<file path="config.mk">
export PLATFORM = sky130hd
export DESIGN_NAME = pccr_sqrt_cell
export DESIGN_NICKNAME = d
export VERILOG_FILES = /design/src/hw/rtl/particle_circle_collision_resolve_core_defines.svh /design/src/hw/rtl/pccr_pkg.sv /design/src/hw/rtl/pccr_sqrt_cell.sv
export SDC_FILE = /design/constraint.sdc
export NUM_CORES = 1
export LEC_CHECK = 0
export ABC_AREA = 0
export BUFFER_PORTS_ARGS = -buffer_cell sky130_fd_sc_hd__buf_2
export CORE_MARGIN = 1
export CORE_UTILIZATION = 40
export DETAILED_ROUTE_END_ITERATION = 10
export PLACE_DENSITY = 0.69
export SLEW_MARGIN = 20
export SYNTH_ARGS = -nofsm -noshare
export SYNTH_HDL_FRONTEND = slang
export SYNTH_SLANG_ARGS = --single-unit
</file>
<file path="constraint.sdc">
create_clock -name clk -period 3.75 [get_ports clk]
set_input_delay 0.9375 -clock clk [delete_from_list [all_inputs] [get_ports clk]]
set_output_delay 0.9375 -clock clk [all_outputs]
set_load 0.02 [all_outputs]
</file>
<file path="src/hw/rtl/particle_circle_collision_resolve_core_defines.svh">
// assertion macros for the collision resolve rtl
`ifndef PARTICLE_CIRCLE_COLLISION_RESOLVE_CORE_DEFINES_SVH
`define PARTICLE_CIRCLE_COLLISION_RESOLVE_CORE_DEFINES_SVH

// checked only out of reset
`define PCCR_ASSERT(label, prop, msg) \
    label: assert property (@(posedge clk) disable iff (!rst_n) prop) else $error(msg);

// checked at every edge, reset included
`define PCCR_ASSERT_ALWAYS(label, prop, msg) \
    label: assert property (@(posedge clk) prop) else $error(msg);

`endif

</file>
<file path="src/hw/rtl/pccr_pkg.sv">
// types, stage map and helpers for the collision resolve pipeline
`default_nettype none
package pccr_pkg;

    typedef struct packed {
        logic signed [31:0] pos_x;
        logic signed [31:0] pos_y;
        logic signed [31:0] vel_x;
        logic signed [31:0] vel_y;
        logic [30:0]        particle_radius;
        logic signed [31:0] obstacle_x;
        logic signed [31:0] obstacle_y;
        logic [30:0]        obstacle_radius;
    } in_t;

    typedef struct packed {
        logic signed [31:0] new_pos_x;
        logic signed [31:0] new_pos_y;
        logic signed [31:0] new_vel_x;
        logic signed [31:0] new_vel_y;
        logic               overlapped;
        logic               bounced;
    } out_t;

    // per-beat data that rides along the pipeline
    typedef struct packed {
        logic signed [31:0] pos_x;
        logic signed [31:0] pos_y;
        logic signed [31:0] vel_x;
        logic signed [31:0] vel_y;
        logic signed [31:0] obs_x;
        logic signed [31:0] obs_y;
        logic [31:0]        min_dst;
        logic [31:0]        ax;
        logic [31:0]        ay;
        logic [30:0]        nxm;
        logic [30:0]        nym;
        logic               sx;
        logic               sy;
        logic               zero;
        logic               in_box;
        logic               ovl;
        logic               bnc;
    } side_t;

    typedef struct packed {
        logic [63:0] rad;
        logic [34:0] rem;
        logic [31:0] root;
    } sqrt_st_t;

    typedef struct packed {
        logic [31:0] rem;
        logic        nb;
        logic [30:0] q;
    } div_lane_t;

    typedef struct packed {
        logic [31:0] divisor;
        div_lane_t   lx;
        div_lane_t   ly;
    } div_st_t;

    localparam int SQRT_CELLS = 32;
    localparam int DIV_CELLS  = 31;

    localparam int ST_IN    = 0;
    localparam int ST_SUB   = 1;
    localparam int ST_SQ    = 2;
    localparam int ST_D2    = 3;
    localparam int ST_ROOT  = ST_D2 + SQRT_CELLS;
    localparam int ST_QUO   = ST_ROOT + DIV_CELLS;
    localparam int ST_NORM  = ST_QUO + 1;
    localparam int ST_PROD  = ST_NORM + 1;
    localparam int ST_RND   = ST_PROD + 1;
    localparam int ST_PUSH  = ST_RND + 1;
    localparam int ST_DOT   = ST_PUSH + 1;
    localparam int ST_TPROD = ST_DOT + 1;
    localparam int ST_TRND  = ST_TPROD + 1;
    localparam int ST_REFL  = ST_TRND + 1;
    localparam int ST_RABS  = ST_REFL + 1;
    localparam int ST_DPROD = ST_RABS + 1;
    localparam int ST_OUT   = ST_DPROD + 1;

    localparam logic [30:0] NORM_ONE   = 31'h4000_0000;
    localparam logic [16:0] DAMP_RESET = 17'h1_0000;
    localparam logic        REG_DAMPING = 1'b0;

    function automatic logic signed [31:0] sat32(input logic signed [39:0] x);
        logic signed [31:0] r;
        if (x > 40'sd2147483647)
        begin
            r = 32'sh7fff_ffff;
        end
        else if (x < -40'sd2147483648)
        begin
            r = 32'sh8000_0000;
        end
        else
        begin
            r = x[31:0];
        end
        return r;
    endfunction

endpackage
`default_nettype wire

</file>
<file path="src/hw/rtl/pccr_sqrt_cell.sv">
// one digit step of the integer square root chain
`default_nettype none
module pccr_sqrt_cell (
    input  logic                clk,
    input  logic                en,
    input  pccr_pkg::sqrt_st_t  d,
    output pccr_pkg::sqrt_st_t  q
);
    import pccr_pkg::*;

    sqrt_st_t   q_reg;
    sqrt_st_t   q_next;
    logic [34:0] rem2;
    logic [34:0] trial;

    always_comb
    begin
        rem2  = {d.rem[32:0], d.rad[63:62]};
        trial = {1'b0, d.root, 2'b01};
        q_next.rad = {d.rad[61:0], 2'b00};
        if (rem2 >= trial)
        begin
            q_next.rem  = rem2 - trial;
            q_next.root = {d.root[30:0], 1'b1};
        end
        else
        begin
            q_next.rem  = rem2;
            q_next.root = {d.root[30:0], 1'b0};
        end
    end

    always_ff @(posedge clk)
    begin
        if (en)
        begin
            q_reg <= q_next;
        end
    end

    assign q = q_reg;

endmodule
`default_nettype wire

</file>
==> results.txt, run 1 <==
number of I/O port buffers: 259
fin crit share: 83.8%
register area share after synthesis: 61.2%
largest area contributor in the netlist: edfxtp_1
RSZ-0062 raised after global routing: false
pre-CTS setup slack: 0.174 ns
Root Driver: clkbuf_16
Slew @ Worst Pin: 0.696 ns
Yosys cell types: 60
Final Util: 56.1%
Avg Synthesized Cell Area: 12.7 um^2
Buf/Inv on CP: 3
Cells after Synth: 499
slowest CP cell: a311o_1
initial core utilization: 41.3%
initial antenna violation count: 1
share of cells above drive strength 1: 41.8%
Antenna Cells: 0
Worst Path Arrival: 3.31 ns
clk slew on worst S/H paths: 0.06 ns
vias in the first global route: 4821
Comb power frac: 21.6%
min cycle time layout: 3.14 ns
Max-slew headroom: 53.6%
Power Internal: 3.06 mW
first-pass iteration count of the detailed router: 4
Seq. cell area: 3870 um^2
critical path class: primary input to register
# nets final: 954
Fmax: 318 MHz
setup bufs post-CTS: 0
# fillers: 1338
slack of the critical path: 0.608 ns
Sequential Power Share: 41.5%
post-synthesis register bit count: 129
Residual DRC: 0
CTS tree: done
max-slew violation count: 0
crit path cell chain: buf_2, inv_1, ha_1, o21a_1, o211ai_1, a311o_1, a211oi_2, o31ai_2, o21ai_4, buf_12, mux2_2
All-Layer GR Usage: 20.0%
yosys warns: 0
Synth async-reset ratio: 0%
num rows: 45
Crit Path Max Fanout: 19
element type at the critical path start: primary input
Final Setup Violations: 0
die area: 16300 um^2
crit end category: register
CP peak stage delay: 0.36 ns
Fin. Hold Viols: 0
vias after detailed routing: 4971
outcome: complete, no violations
CTS Buf Count: 17
Area Growth Syn to Fin: 35.8%
CP delay by family, top: compound AO/OA/AOI/OAI gates
PD cells: 505 nW/um^2
Final ANT Viol Nets: 0
sw frac: 29.3%
first-pass GRT wire length: 24600 um
Peak VDD IR: 283 uV
Max clock buf depth: 2
vias per cell: 4.92
max_cap viols: 0
multi-input combinational cell area: 2200 um^2
part of the power in the clock network: 37.0%
NetSw: 1.27 mW
Resize count post-CTS: 0
Placer Congestion: 0.818
static leakage: 3.80 nW
Largest register FFs: 129
HPWL Detailed: 12800 um
final WL: 16400 um
GRT overflow: 0
Hold Crit Class: primary input to register
clk sink count: 129
post-cts hold buffer count: 0
Post-synth EDFFs: 129
Core Region: 15300 um^2
post-DR wirelength/cell: 16.2 um
largest net degree at the start of global routing: 75
Die X: 128 um
DR iter-0 viols: 227
Top Ports: 264
htree depth: 4
Synth top area share: 61.2%
Syn Std Cell Area: 6330 um^2
Die Y: 128 um
Synth Flop Type: edfxtp_1
Synth area leaders: edfxtp_1 (61%), ha_1 (6.7%), a21oi_1 (3.6%)
Required @ worst endpoint: 3.92 ns
setup TNS: 0 ns
==> path summary, 6_finish.rpt <==
check                   end  slack (ns)   from  depth (start not counted)
worst max-delay path  q[35]        0.61   d[0]                         11
worst min-delay path  q[72]        0.69  d[70]                          1
==> logic make-up after synthesis <==
group	count (synthesis)	share of synthesized area, %
DFF	129	61.2
AOI/OAI and AO/OA	121	12.8
and+or+nand+nor	110	8.29
buffers and inverters	59	4.13
adders and majority gates	34	6.72
xor gates and xnor gates	31	4.29
muxes	14	2.49
other	1	0.0593
==> metrics by stage <==
step	hold WS, ns	instance area (um^2)	instances	power (mW)
finish	0.693	8590	1011	4.34
global route	0.675	8590	1011	4.51
CTS	0.675	8590	1011	4.37
detailed placement	1.12	8020	979	2.77
global placement	1.11	8020	979	2.75
floorplan	1.04	6330	500	2.41
==> layer usage <==
metal / vias to the layer above / wire length, um / global-route usage (%)
li1: 2437 / - / -
met1: 2342 / 6580 / 22.3
met2: 171 / 8570 / 36.5
met3: 19 / 1030 / 5.18
met4: 2 / 219 / 7.20
met5: - / 13 / 0
==> synthesized netlist by cell type, types with 2 or more instances <==
cell / number
a211oi_1: 3
a21o_1: 8
a21oi_1: 46
a21oi_2: 4
a311oi_1: 3
a31oi_1: 3
and3_1: 5
and4_1: 2
buf_2: 4
buf_4: 5
buf_6: 2
edfxtp_1: 129
ha_1: 34
inv_1: 46
mux2_1: 4
mux2_2: 6
mux2i_1: 3
nand2_1: 20
nand3_1: 2
nand4_1: 9
nor2_1: 45
nor2b_1: 4
nor3_1: 10
nor4_1: 3
o211ai_1: 5
o21a_1: 3
o21ai_0: 20
o21ai_2: 2
o21bai_1: 3
o31a_1: 3
or2_2: 2
or3_1: 4
xnor2_1: 21
xor2_1: 10
==> final cells by class <==
cell class | count | share of cell area, %
timing repair buffer | 281 | 17.5
tap | 211 | 3.07
sequential | 129 | 45.1
clock inverter | 14 | 1.67
clock buffer | 18 | 5.00
multi-input combinational | 312 | 25.6
inverter | 46 | 2.01
==> power by group through the flow <==
stage	clock [mW]	combinational, mW	sequential (mW)
after global routing	1.69	1.01	1.81
after global placement	0	0.929	1.82
final	1.60	0.935	1.80
after CTS	1.63	0.945	1.80
after floorplan	0	0.381	2.03
after detailed placement	0	0.939	1.83
==> cells in the final DEF (no fill, tap or decap), types with 3 or more instances in the layout <==
cell / count
buf_12: 3
nor2_1: 45
xnor2_1: 21
inv_1: 46
nor2b_1: 4
a211oi_1: 3
o21a_1: 3
o211ai_1: 5
mux2_2: 6
mux2_1: 4
ha_1: 34
a21o_1: 8
mux2i_1: 3
and3_1: 5
nand2_1: 20
or3_1: 4
a311oi_1: 3
edfxtp_1: 129
xor2_1: 10
buf_2: 258
a21oi_1: 46
a21oi_2: 4
o31a_1: 3
buf_4: 19
nor3_1: 10
a31oi_1: 3
inv_6: 6
o21ai_0: 20
clkbuf_16: 17
o21bai_1: 3
nand4_1: 9
nor4_1: 3
clkinvlp_4: 4
(Power assumes the default switching activity.)
==> run 2: changes to the inputs <==
PLACE_DENSITY = 0.71   (was 0.69)
clock period = 2.8 ns   (was 3.75 ns; I/O delays follow)
==> run 2 against run 1 <==
  * Via count is 5.6% higher
  * Utilization is 6.2 points higher
  * Wire length is 2.8% higher
  * Cell area is 11% higher
  * Combinational power is 56% higher
  * Non-clock buffer count is 85 higher
  * Clock-buffer cell count is 1 lower
  * Setup slack worse by 0.54 ns
  * Hold slack worse by 0.24 ns
  * Die area stayed put
  * Sequential power is 33% higher
  * Critical endpoint unchanged
==> results.txt, run 2 (synthesized netlist as in run 1, its figures left out) <==
Fmax: 366 MHz
Antenna Cells: 0 (unchanged)
Crit Path Max Fanout: 11 (-8)
first-pass GRT wire length: 26000 um (+5.7%)
Required @ worst endpoint: 2.97 ns (-0.95 ns)
fin crit share: 97.7%
Hold Crit Class: primary input to register
Pwr Total: 6.31 mW (+46%)
share of cells above drive strength 1: 50.2% (+8.5 points)
htree depth: 4 (unchanged)
die area: 16300 um^2 (unchanged)
Final Setup Violations: 0 (unchanged)
post-DR wirelength/cell: 15.4 um (-5.1%)
GRT overflow: 0 (unchanged)
post-route insts no fill: 1095 (+8.3%)
All-Layer GR Usage: 21.1% (+1.2 points)
initial antenna violation count: 2 (+1)
outcome: complete, no violations
critical path class: primary input to register
element type at the critical path start: primary input
Final ANT Viol Nets: 0 (unchanged)
largest net degree at the start of global routing: 48 (-36%)
HPWL Detailed: 13200 um (+3.0%)
final WL: 16900 um (+2.8%)
CTS tree: done
first-pass iteration count of the detailed router: 4 (unchanged)
Top Ports: 264 (unchanged)
most frequent cells in the layout: buf_2 (258), edfxtp_1 (129), buf_4 (102)
Area Growth Syn to Fin: 50.7%
post-cts hold buffer count: 0 (unchanged)
clk sink count: 129 (unchanged)
vias in the first global route: 5142 (+6.7%)
Die Y: 128 um (unchanged)
min cycle time layout: 2.74 ns
Core Region: 15300 um^2 (unchanged)
commonest non-fill, non-tap cell in the layout: buf_2
Placer Congestion: 0.869 (+6.2%)
DR iter-0 viols: 232 (+2.2%)
num rows: 45 (unchanged)
Residual DRC: 0 (unchanged)
crit end category: register
max_cap viols: 0 (unchanged)
CTS Buf Count: 17 (unchanged)
Max clock buf depth: 2 (unchanged)
number of I/O port buffers: 259 (unchanged)
PD cells: 662 nW/um^2 (+31%)
RSZ-0062 raised after global routing: true
static leakage: 4.28 nW (+13%)
max-slew violation count: 0 (unchanged)
Root Driver: clkbuf_16
Peak VDD IR: 447 uV (+58%)
placed inst area: 8760 um^2 (+9.2%)
cell area after layout: 9530 um^2 (+11%)
placed cells: 1061 (+8.4%)
clk slew on worst S/H paths: 0.06 ns (about the same)
worst setup path startpoint: d[24]
vias after detailed routing: 5248 (+5.6%)
Die X: 128 um (unchanged)
Worst Path Arrival: 2.90 ns (-0.41 ns)
Largest register FFs: 129 (unchanged)
CP Capture Point: q[35]
vias per cell: 4.79 (-2.5%)
# nets final: 1039 (+8.9%)
# fillers: 1302 (-2.7%)
Fin. Hold Viols: 0 (unchanged)
initial core utilization: 41.3% (unchanged)
==> run 2: cell types whose count changed in the layout (fill, tap and decap cells not counted), sizes merged <==
cell | before | now
buf | 281 | 366
clkbuf | 18 | 17
inv | 54 | 52
clkinvlp | 4 | 0
clkinv | 1 | 3
bufinv | 1 | 5
==> run 2: worst min path at each step <==
stage	start	to	slack, ns	cells after the start
2_1_floorplan	d[98]	q[100]	0.80	0
3_3_place_gp	d[114]	q[116]	0.88	1
3_5_place_dp	d[93]	q[95]	0.88	1
4_1_cts	d[93]	q[95]	0.43	1
5_1_grt	d[106]	q[108]	0.43	1
6_report	d[93]	q[95]	0.45	1
==> run 2: final cells by class <==
class	count	area [um^2]	share of cell area (%)
Clock buffer	17	425	4.46
Clock inverter	14	225	2.36
Inverter	46	175	1.84
Multi-Input combinational cell	312	2430	25.5
Sequential cell	129	3870	40.6
Tap cell	211	264	2.77
Timing Repair Buffer	366	2140	22.5
==> run 2: worst max-delay path, cell delays in order <==
cell and delay (ns):
buf_2 0.09, inv_1 0.06, ha_4 0.26, nand4_1 0.15
nand2b_1 0.19, or3_1 0.35, a211oi_4 0.29, o31ai_4 0.10
o21ai_4 0.18, buf_6 0.18, mux2_2 0.34
==> run 2: what timing repair did <==
action	CTS	global route
setup buffers	0	3
endpoints found under the setup margin	0	31
gates resized for setup	0	25
==> run 2: report_power, final <==
group | total (mW) | internal [mW] | switching, mW
clock | 2.45 | 1.59 | 0.857
sequential | 2.40 | 2.36 | 0.0410
combinational | 1.46 | 0.635 | 0.823
==> run 2: per-stage QoR <==
step                      hold WS, ns  setup slack [ns]  util [%]  setup TNS (ns)
final                           0.451            0.0647      62.3               0
after global routing            0.432           -0.0421      62.3          -0.205
after CTS                       0.432            0.0166      61.4               0
after detailed placement        0.878            -0.407      57.2          -12.27
after global placement          0.877            -0.356      57.2          -11.02
after floorplan                 0.799           -0.0254         -          -0.154
==> run 2: metal layers <==
layer	up-vias	global-route usage (%)	part of all wire, %
met2	170	38.8	52
li1	2605	-	-
met5	-	0	0.16
met1	2444	23.3	39
met3	25	6.64	7.1
met4	4	6.09	1.5
==> run 3: changes to the inputs <==
CORE_UTILIZATION = 25   (was 40)
PLACE_DENSITY = default   (was 0.71)
==> run 3 against run 2 <==
  * Combinational power up 5%
  * Sequential power about the same
  * Global-route usage down 7.0 points
  * Utilization down 22 points
  * Largest cell class unchanged
  * Critical path depth up 1
  * Critical endpoint is now q[64]
  * Highest routed layer is now met4
  * Clock power down 13%
  * Flip-flop and latch count unchanged
  * First-iteration DRC count up 31%
  * Setup slack worse by 0.055 ns
==> results.txt, run 3 (synthesized netlist as in run 1, its figures left out) <==
Hold Slack: 0.453 ns (+0.00203 ns)
DR iter-0 viols: 303 (+31%)
Fmax: 358 MHz (-2.0%)
# fillers: 2447 (+88%)
critical path class: primary input to register
slack of the critical path: 0.0101 ns (-0.0546 ns)
placed inst area: 8940 um^2 (+2.1%)
max_cap viols: 0 (unchanged)
Worst Path Arrival: 2.95 ns (+0.05 ns)
fin crit share: 99.6% (+2.0 points)
min cycle time layout: 2.79 ns (+0.0546 ns)
crit end category: register
num rows: 57 (+27%)
share of cells above drive strength 1: 52.8% (+2.6 points)
Peak VDD IR: 363 uV (-19%)
Final ANT Viol Nets: 0 (unchanged)
element type at the critical path start: primary input
CP peak stage delay: 0.33 ns (-0.02 ns)
commonest non-fill, non-tap cell in the layout: buf_2
Root Driver: clkbuf_16
Required @ worst endpoint: 2.96 ns (about the same)
initial antenna violation count: 1 (-1)
htree depth: 4 (unchanged)
post-DR wirelength/cell: 15.4 um (-0.39%)
Final Setup Violations: 0 (unchanged)
Die X: 161 um (+26%)
vias in the first global route: 5243 (+2.0%)
# nets final: 1049 (+0.96%)
Die Y: 161 um (+26%)
post-cts hold buffer count: 0 (unchanged)
largest net degree at the start of global routing: 45 (-6.3%)
most frequent cells in the layout: buf_2 (251), edfxtp_1 (129), buf_4 (109)
Buf/Inv on CP: 4 (+1)
static leakage: 4.39 nW (+2.5%)
Largest register FFs: 129 (unchanged)
outcome: complete, no violations
final WL: 18700 um (+11%)
RSZ-0062 raised after global routing: true
vias per cell: 4.30 (-10%)
die area: 25900 um^2 (+59%)
vias after detailed routing: 5244 (-0.076%)
Max clock buf depth: 2 (unchanged)
CTS Buf Count: 17 (unchanged)
initial core utilization: 25.8% (-16 points)
slowest CP cell: or3_4
Pwr Total: 6.06 mW (-3.9%)
Crit Path Max Fanout: 6 (-5)
clk slew on worst S/H paths: 0.06 ns (about the same)
Hold Crit Class: primary input to register
crit path cell chain: buf_6, inv_2, ha_4, nand4_1, nand2b_4, or3_4, a211oi_2, buf_4, o31ai_4, o21ai_4, bufbuf_16, mux2_4
max-slew violation count: 0 (unchanged)
number of I/O port buffers: 259 (unchanged)
All-Layer GR Usage: 14.1% (-7.0 points)
GRT overflow: 0 (unchanged)
worst setup path startpoint: d[23]
Top Ports: 264 (unchanged)
first-pass iteration count of the detailed router: 4 (unchanged)
min-delay src: d[73]
Area Growth Syn to Fin: 56.3%
CTS tree: done
CP delay by family, top: simple AND/OR/NAND/NOR gates
HPWL Detailed: 14400 um (+8.8%)
first-pass GRT wire length: 27800 um (+6.9%)
Core Region: 24500 um^2 (+60%)
cell area after layout: 9890 um^2 (+3.7%)
Residual DRC: 0 (unchanged)
clk sink count: 129 (unchanged)
Fin. Hold Viols: 0 (unchanged)
Placer Congestion: 0.772 (-11%)
PD cells: 613 nW/um^2 (-7.4%)
pre-CTS setup slack: -0.559 ns (-0.152 ns)
[run 3: cell count changes in the layout (fill, tap and decap cells not counted), sizes merged]
cell / delta
clkinv: +2
buf: +8
bufinv: -4
inv: -1
bufbuf: +2
diode: +1
clkinvlp: +3
[run 3: path summary, 6_finish.rpt]
| path | slack (ns) | end | depth (start not counted) |
|---|---|---|---|
| worst max-delay path | 0.01 | q[64] | 12 |
| worst min-delay path | 0.45 | q[75] | 1 |
[run 3: what timing repair did]
action | 4_1_cts | 5_1_grt
buffers inserted | 5 | 4
endpoints found under the setup margin | 18 | 31
cloned | 2 | 0
gates resized for setup | 21 | 37
pin swaps | 2 | 10
[run 3: power by group]
part	internal [mW]	leakage (nW)	total [mW]	switching (mW)
Sequential	2.36	1.26	2.40	0.0423
Clock	1.23	0.267	2.12	0.887
Combinational	0.697	2.86	1.54	0.843
[run 3: layer usage]
| metal | share of wire (%) | vias up | global-route usage (%) |
|---|---|---|---|
| met1 | 42 | 2431 | 17.1 |
| met5 | 0 | - | 0 |
| li1 | - | 2621 | - |
| met3 | 7.4 | 12 | 4.52 |
| met2 | 50 | 180 | 24.1 |
| met4 | 0.88 | 0 | 3.69 |
[run 3: area by class of cell]
type                    instances  area, um^2  area share [%]
diodes                          1        2.50          0.0253
clock buffers                  17         425            4.30
inverters                      46         178            1.80
repair buffers                376        2340            23.7
clock inverters                14         133            1.34
well taps                     324         405            4.10
flip-flops and latches        129        3870            39.2
multi-input cells             312        2530            25.6
[run 3: per-stage QoR]
stage          std cells  utilization (%)  TNS (ns)
6_report            1219             40.3         0
5_1_grt             1218             40.3    -0.197
4_1_cts             1214             39.6   -0.0452
3_5_place_dp        1176             36.4    -14.56
3_3_place_gp        1176             36.4    -13.14
2_1_floorplan        500                -    -0.154
